==> config.mk <==
export PLATFORM = sky130hd
export DESIGN_NAME = binary_conv_output_requantizer
export DESIGN_NICKNAME = d
export VERILOG_FILES = /design/src/hw/rtl/bcor_pkg.sv /design/src/hw/rtl/bcor_coef_store.sv /design/src/hw/rtl/binary_conv_output_requantizer.sv
export SDC_FILE = /design/constraint.sdc
export NUM_CORES = 2
export LEC_CHECK = 0
export BUFFER_PORTS_ARGS = -buffer_cell sky130_fd_sc_hd__buf_4
export CORE_ASPECT_RATIO = 1.1
export CORE_MARGIN = 3
export CORE_UTILIZATION = 55
export CTS_CLUSTER_SIZE = 25
export DETAILED_ROUTE_END_ITERATION = 10
export GPL_ROUTABILITY_DRIVEN = 0
export PLACE_DENSITY = 0.71
export SLEW_MARGIN = 20
export SYNTH_ARGS = -nofsm -noshare
export SYNTH_HDL_FRONTEND = slang
export SYNTH_SLANG_ARGS = --single-unit
==> constraint.sdc <==
create_clock -name clk -period 13.15 [get_ports clk]
set_clock_uncertainty 0.05 [all_clocks]
set_input_delay 0.6575 -clock clk [delete_from_list [all_inputs] [get_ports clk]]
set_output_delay 0.6575 -clock clk [all_outputs]
set_load 0.01 [all_outputs]
==> src/hw/rtl/bcor_pkg.sv <==
`default_nettype none

package bcor_pkg;

  // Item kind carried on s_tuser
  typedef enum logic {
    OP_LOAD      = 1'b0,
    OP_TRANSFORM = 1'b1
  } op_t;

  // Configuration register indexes
  typedef enum logic [1:0] {
    CFG_ACC_SHIFT   = 2'd0,
    CFG_BIAS_SCALE  = 2'd1,
    CFG_FINAL_SHIFT = 2'd2,
    CFG_UNUSED      = 2'd3
  } cfg_idx_t;

  // Field widths
  localparam int unsigned CH_W    = 4;
  localparam int unsigned ACC_W   = 32;
  localparam int unsigned COEF_W  = 16;
  localparam int unsigned RES_W   = 8;
  localparam int unsigned CFG_D_W = 16;

  // One channel's coefficient pair
  typedef struct packed {
    logic signed [COEF_W-1:0] mult;
    logic signed [COEF_W-1:0] bias;
  } coef_t;

endpackage

`default_nettype wire

==> src/hw/rtl/bcor_coef_store.sv <==
`default_nettype none

module bcor_coef_store #(
  parameter int unsigned CHANNELS = 16
) (
  input  wire logic                       clk,
  input  wire logic                       wr_en,
  input  wire logic                       rd_en,
  input  wire logic [bcor_pkg::CH_W-1:0]  channel,
  input  wire bcor_pkg::coef_t            wr_coef,
  output bcor_pkg::coef_t                 rd_coef
);

  localparam int unsigned AW = (CHANNELS > 1) ? $clog2(CHANNELS) : 1;

  bcor_pkg::coef_t mem [CHANNELS];
  bcor_pkg::coef_t rd_q;
  logic            hit_q;

  logic [AW+bcor_pkg::CH_W-1:0] ch_ext;
  logic [AW-1:0]                addr;
  logic                         in_range;

  // Channels past the table are ignored on load and read as zero
  assign ch_ext   = (AW + bcor_pkg::CH_W)'(channel);
  assign addr     = ch_ext[AW-1:0];
  assign in_range = (32'(channel) < CHANNELS);

  // Write port
  always_ff @(posedge clk) begin
    if (wr_en && in_range) begin
      mem[addr] <= wr_coef;
    end
  end

  // Registered read port
  always_ff @(posedge clk) begin
    if (rd_en) begin
      hit_q <= in_range;
      if (in_range) begin
        rd_q <= mem[addr];
      end
    end
  end

  assign rd_coef = hit_q ? rd_q : '0;

endmodule

`default_nettype wire

==> src/hw/rtl/binary_conv_output_requantizer.sv <==
`default_nettype none
// Channel   | Direction | Transfer when            | Content
// ----------+-----------+--------------------------+---------------------------------------
// s_*       | in        | s_tvalid & s_tready      | load or transform item (kind on tuser)
// m_*       | out       | m_tvalid & m_tready      | signed 8-bit activation
// cfg_*     | in        | cfg_valid & cfg_ready    | register index and write data
//
// One item per cycle while the output is not stalled; transform results pass stages 0 to 5 in turn.
// Loads write the coefficient table at their transfer and produce no result.
// rst (synchronous) resets the stage valid bits and config registers; the table is not cleared.
// Each stage holds only while the stage after it is full and stalled, so bubbles close up.

module binary_conv_output_requantizer #(
  parameter int unsigned CHANNELS = 16
) (
  input  wire logic        clk,
  input  wire logic        rst,
  // slave side
  input  wire logic        s_tvalid,
  output logic             s_tready,
  // [3:0] channel, [35:4] accumulator, [51:36] coef_multiplier, [67:52] coef_bias,
  // [71:68] zero
  input  wire logic [71:0] s_tdata,
  // [0] operation
  input  wire logic [0:0]  s_tuser,
  // master side
  output logic             m_tvalid,
  input  wire logic        m_tready,
  // [7:0] result
  output logic [7:0]       m_tdata,
  // configuration
  input  wire logic        cfg_valid,
  output logic             cfg_ready,
  input  wire logic [1:0]  cfg_index,
  input  wire logic [15:0] cfg_data
);

  // Configuration registers
  logic signed [5:0]  acc_shift;
  logic signed [15:0] bias_scale;
  logic [4:0]         final_shift;

  assign cfg_ready = 1'b1;

  always_ff @(posedge clk) begin
    if (rst) begin
      acc_shift   <= 6'sd0;
      bias_scale  <= 16'sd1;
      final_shift <= 5'd0;
    end else if (cfg_valid && cfg_ready) begin
      case (bcor_pkg::cfg_idx_t'(cfg_index))
        bcor_pkg::CFG_ACC_SHIFT:   acc_shift   <= cfg_data[5:0];
        bcor_pkg::CFG_BIAS_SCALE:  bias_scale  <= cfg_data;
        bcor_pkg::CFG_FINAL_SHIFT: final_shift <= cfg_data[4:0];
        default: ;
      endcase
    end
  end

  // Input fields
  logic                     in_fire;
  bcor_pkg::op_t            in_op;
  logic [3:0]               in_ch;
  logic signed [31:0]       in_acc;
  bcor_pkg::coef_t          in_coef;

  assign in_op        = bcor_pkg::op_t'(s_tuser[0]);
  assign in_ch        = s_tdata[3:0];
  assign in_acc       = s_tdata[35:4];
  assign in_coef.mult = s_tdata[51:36];
  assign in_coef.bias = s_tdata[67:52];

  // Per-stage valid and advance
  logic v0, v1, v2, v3, v4, v5;
  logic r0, r1, r2, r3, r4, r5;

  assign r5 = !v5 || m_tready;
  assign r4 = !v4 || r5;
  assign r3 = !v3 || r4;
  assign r2 = !v2 || r3;
  assign r1 = !v1 || r2;
  assign r0 = !v0 || r1;

  assign s_tready = r0;
  assign in_fire  = s_tvalid && s_tready;

  // Stage 0: table lookup, accumulator capture
  bcor_pkg::coef_t    coef0;
  logic signed [31:0] acc0;

  bcor_coef_store #(
    .CHANNELS (CHANNELS)
  ) u_coef (
    .clk     (clk),
    .wr_en   (in_fire && (in_op == bcor_pkg::OP_LOAD)),
    .rd_en   (in_fire && (in_op == bcor_pkg::OP_TRANSFORM)),
    .channel (in_ch),
    .wr_coef (in_coef),
    .rd_coef (coef0)
  );

  always_ff @(posedge clk) begin
    if (r0) begin
      acc0 <= in_acc;
    end
  end

  // Stage 1: rounding shift of the accumulator, 16-bit saturation; bias product
  logic signed [63:0] acc_wide;
  logic signed [63:0] shifted;
  logic [4:0]         rs;
  logic [5:0]         ls;
  logic signed [15:0] scaled_next;
  logic signed [15:0] scaled1;
  logic signed [15:0] mult1;
  logic signed [31:0] bprod1;

  always_comb begin
    acc_wide = 64'(acc0);
    rs       = acc_shift[4:0];
    ls       = 6'(-acc_shift);
    if (!acc_shift[5] && (acc_shift != 6'sd0)) begin
      shifted = (acc_wide + (64'sd1 <<< (rs - 5'd1))) >>> rs;
    end else begin
      shifted = acc_wide <<< ls;
    end
    if (shifted > 64'sd32767) begin
      scaled_next = 16'sd32767;
    end else if (shifted < -64'sd32767) begin
      scaled_next = -16'sd32767;
    end else begin
      scaled_next = shifted[15:0];
    end
  end

  always_ff @(posedge clk) begin
    if (r1) begin
      scaled1 <= scaled_next;
      mult1   <= coef0.mult;
      bprod1  <= 32'(coef0.bias) * 32'(bias_scale);
    end
  end

  // Stage 2: channel multiply (bias product never exceeds 2^30, so no saturation)
  logic signed [31:0] mprod2;
  logic signed [31:0] bias2;

  always_ff @(posedge clk) begin
    if (r2) begin
      mprod2 <= 32'(mult1) * 32'(scaled1);
      bias2  <= bprod1;
    end
  end

  // Stage 3: add bias, symmetric 32-bit saturation
  logic signed [32:0] sum3;
  logic signed [31:0] p3_next;
  logic signed [31:0] p3;

  always_comb begin
    sum3 = 33'(mprod2) + 33'(bias2);
    if (sum3 > 33'sd2147483647) begin
      p3_next = 32'sd2147483647;
    end else if (sum3 < -33'sd2147483647) begin
      p3_next = -32'sd2147483647;
    end else begin
      p3_next = sum3[31:0];
    end
  end

  always_ff @(posedge clk) begin
    if (r3) begin
      p3 <= p3_next;
    end
  end

  // Stage 4: rounding shift by final_shift, symmetric 16-bit saturation
  logic signed [32:0] fsh;
  logic signed [15:0] q4_next;
  logic signed [15:0] q4;

  always_comb begin
    if (final_shift != 5'd0) begin
      fsh = (33'(p3) + (33'sd1 <<< (final_shift - 5'd1))) >>> final_shift;
    end else begin
      fsh = 33'(p3);
    end
    if (fsh > 33'sd32767) begin
      q4_next = 16'sd32767;
    end else if (fsh < -33'sd32767) begin
      q4_next = -16'sd32767;
    end else begin
      q4_next = fsh[15:0];
    end
  end

  always_ff @(posedge clk) begin
    if (r4) begin
      q4 <= q4_next;
    end
  end

  // Stage 5: round by 8, clamp to int8, output register
  logic signed [16:0] r8;
  logic signed [7:0]  res_next;
  logic signed [7:0]  res5;

  always_comb begin
    r8 = (17'(q4) + 17'sd128) >>> 8;
    if (r8 > 17'sd127) begin
      res_next = 8'sd127;
    end else if (r8 < -17'sd128) begin
      res_next = -8'sd128;
    end else begin
      res_next = r8[7:0];
    end
  end

  always_ff @(posedge clk) begin
    if (r5) begin
      res5 <= res_next;
    end
  end

  // Valid bits travel with the data
  always_ff @(posedge clk) begin
    if (rst) begin
      v0 <= 1'b0;
      v1 <= 1'b0;
      v2 <= 1'b0;
      v3 <= 1'b0;
      v4 <= 1'b0;
      v5 <= 1'b0;
    end else begin
      if (r0) v0 <= in_fire && (in_op == bcor_pkg::OP_TRANSFORM);
      if (r1) v1 <= v0;
      if (r2) v2 <= v1;
      if (r3) v3 <= v2;
      if (r4) v4 <= v3;
      if (r5) v5 <= v4;
    end
  end

  assign m_tvalid = v5;
  assign m_tdata  = res5;

endmodule

`default_nettype wire

==> key figures <==
Outcome
  – Status: finished clean

Drt
  – M1 wire length: 66,100 um
  – DRT Wirelength: 174,000 um
  – Final ANT Viol Nets: 0
  – Metal2 WL: 83,300 um
  – Met3 routed WL: 16,200 um
  – 1st-pass router iterations: 10
  – Max Used Layer: met5
  – Via density per instance: 6.47
  – Post-route DRC: 0
  – DRT iter0 DRCs: 5,586
  – WL/cell: 23.7 um
  – DR vias: 47,551

STA
  – Final Hold Vio Count: 0
  – Slew Limit Fails: 0
  – Final hold slack: 0.108 ns
  – Count of final setup violators: 0
  – Final Critical Period: 9.88 ns
  – Post-Route Setup TNS: 0 ns
  – Fin crit share: 75.1%
  – RSZ-0062 raised after global routing: no
  – Maximum clock rate: 0.101 GHz
  – Max transition margin: 25.7%
  – Slew @ Worst Pin: 1.11 ns

Clock network
  – Clk root buf: clkbuf_16
  – Clock slew at reported path FFs: 0.06 ns
  – Hold buffers post-CTS: 0
  – Clock Latency Late Sink: 0.69 ns
  – Postcts setup bufs: 0
  – Max clock buf depth: 3
  – Num CTS Buffers: 76
  – CTS Sinks: 786
  – Post-CTS sizing: 0
  – TritonCTS clock tree: built
  – CTS HTree Levels: 3

Floorplanning
  – Die Ht: 364 um
  – Core Region: 115,000 sq um
  – Die ar.: 121,000 sq um
  – Die X: 331 um
  – Initial Util: 55.8%
  – Io pins: 107
  – Placement row count: 130

Critical path
  – Buffers and inverters on the worst path: 4
  – Slowest-stage cell, CP: nor3_2
  – Arrival @ worst endpoint: 10.22 ns
  – Critical path's top delay family: simple AND/OR/NAND/NOR gates
  – CP Class: reg -> reg
  – CP required: 13.50 ns
  – Largest stage delay, worst path: 0.88 ns
  – Crit start category: flop
  – Worst-path cell chain: buf_4 > inv_1 > buf_4 > ha_1 > nor3b_1 > xnor2_2 > buf_4 > nor2_1 > and3_1 > ha_1 > a21oi_1 > nand3_1 > o211ai_1 > a21oi_1 > nor3_2 > nor2_1 > a2111oi_0 > o2111ai_1 > nor4_1 > nand4_1 > nor4_1 > a21oi_1 > nand4bb_1
  – Crit. End Element: flop
  – Crit Path Max Fanout: 47

Synthesis
  – Yosys cell types: 107
  – Mapped Nets: 6,729
  – Cell count after synthesis: 5,839
  – Register area share after synthesis: 36.3%
  – Top_reg_cell synth: edfxtp_1
  – Synth Register Bits: 786
  – Avg Inst Size Synth: 11.0 sq um
  – Synth warn: 0
  – Synth top area share: 35.3%
  – Post-Syn Area: 64,100 sq um
  – Synth top area cells: edfxtp_1 (35%), fa_1 (16%), mux4_2 (7.2%)
  – EDFF count, synth: 753
  – Top cell type by total area after synthesis: edfxtp_1
  – Fraction of registers with async set/reset: 0%

Worst hold path
  – HP Class: in -> reg

Cells and area
  – Area grow syn2layout: 7.39%
  – Ratio of cells with drive above 1 in the final layout: 11.0%
  – Final nets: 6,663
  – Commonest non-fill, non-tap cell in the layout: edfxtp_1
  – Area of the multi-input gates: 37,400 sq um
  – Most frequent cells in the layout: edfxtp_1 (753), inv_1 (618), nand2_1 (598), fa_1 (527), nor2_1 (315)
  – Fill count: 9,375
  – Sequential Area: 23,300 sq um

Global route
  – Vias in the first global route: 47,836
  – Total GRT Usage: 28.9%
  – Pin count of the biggest net entering global routing: 66
  – Global-route wire length before repair: 273,000 um
  – Initial antenna violation count: 6
  – Grt ovf: 0

Place
  – Post-DP HPWL: 124,000 um
  – # port buffers: 101

Run
  – Max Cap Viol: 0
==> synthesized netlist by cell type, types with 33 or more instances <==
library cell and count:
and2_1 220, nor4_1 49, clkbuf_1 255, inv_1 620, a31oi_1 41, o211ai_1 57
mux4_2 206, a211oi_1 78, fa_1 527, nand2_1 599, nor3_1 110, edfxtp_1 753
xnor2_1 94, ha_1 267, a21oi_1 278, o31ai_1 33, or3_1 34, nand2b_1 55
mux2_2 35, dfxtp_1 33, nand3_1 102, a21o_1 62, o21ai_0 170, nand4_1 51
mux2i_1 83, and3_1 76, buf_1 33, nor2_1 327, xor2_1 45
==> registers in the layout, summed over array words and instances, names as in the netlist, 16 cells and up <==
| signal | flops |
|---|---|
| p3 | 32 |
| u_coef.mem | 512 |
| bias2 | 32 |
| u_coef.rd_q | 32 |
| mult1 | 16 |
| bias_scale | 16 |
| scaled1 | 16 |
| acc0 | 32 |
| mprod2 | 32 |
| bprod1 | 32 |
==> per-stage QoR <==
| stage | std cells | util (%) | setup WS, ns | area [sq um] |
|---|---|---|---|---|
| 6_report | 7354 | 59.9 | 3.27 | 68800 |
| 5_1_grt | 7354 | 59.9 | 3.00 | 68800 |
| 4_1_cts | 7353 | 59.9 | 3.73 | 68800 |
| 3_5_place_dp | 7213 | 57.7 | 3.73 | 66200 |
| 3_3_place_gp | 7213 | 57.7 | 3.82 | 66200 |
| 2_1_floorplan | 5839 | - | 4.03 | 64100 |
==> layout make-up <==
cell class                 count  share of cell area (%)
clock inverter                46                   0.818
clock buffer                  94                    2.91
multi-input combinational   4111                    54.3
timing repair buffer         176                    1.94
tap                         1518                    2.76
antenna                        1                 0.00364
sequential                   786                    33.8
inverter                     622                    3.39
==> layer usage <==
metal / up-vias / global-route usage (%)
li1: 20874 / -
met1: 23578 / 37.3
met2: 2521 / 47.9
met3: 574 / 5.47
met4: 4 / 13.0
met5: - / 0
==> worst reg2reg max path: cells and delay by family, from the launching register on <==
family	cells	cell delay, ns
xor gates and xnor gates	1	0.09
buffers and inverters	4	1.19
DFF	1	0.30
and+or+nand+nor	10	4.54
AOI/OAI and AO/OA	6	2.44
adders and majority gates	2	0.99
==> worst paths after layout <==
kind | cells past startpoint | from | slack, ns | to
max | 23 | acc_shift[1]$_SDFFE_PP0P_ | 3.27 | scaled1[0]$_SDFFCE_PP1P_
min reg2reg | 0 | bprod1[11]$_DFFE_PP_ | 0.35 | bias2[11]$_DFFE_PP_
max reg2reg | 23 | acc_shift[1]$_SDFFE_PP0P_ | 3.27 | scaled1[0]$_SDFFCE_PP1P_
min | 1 | s_tdata[23] | 0.11 | acc0[19]$_DFFE_PN_
==> kinds of logic (layout without fill, tap and decap cells) <==
logic type,count (synthesis),after routing,synth area share [%]
xor+xnor,139,139,1.90
buf+inv,942,938,5.65
compound gates,1106,1106,12.0
fa+ha+maj,798,798,21.7
simple gates,1743,1743,13.3
flops,786,786,36.3
other cells,1,2,0.00585
mux,324,324,9.15
Power is not shown: default switching activity piles up to over one toggle a cycle in this logic, so the estimate is an artifact.
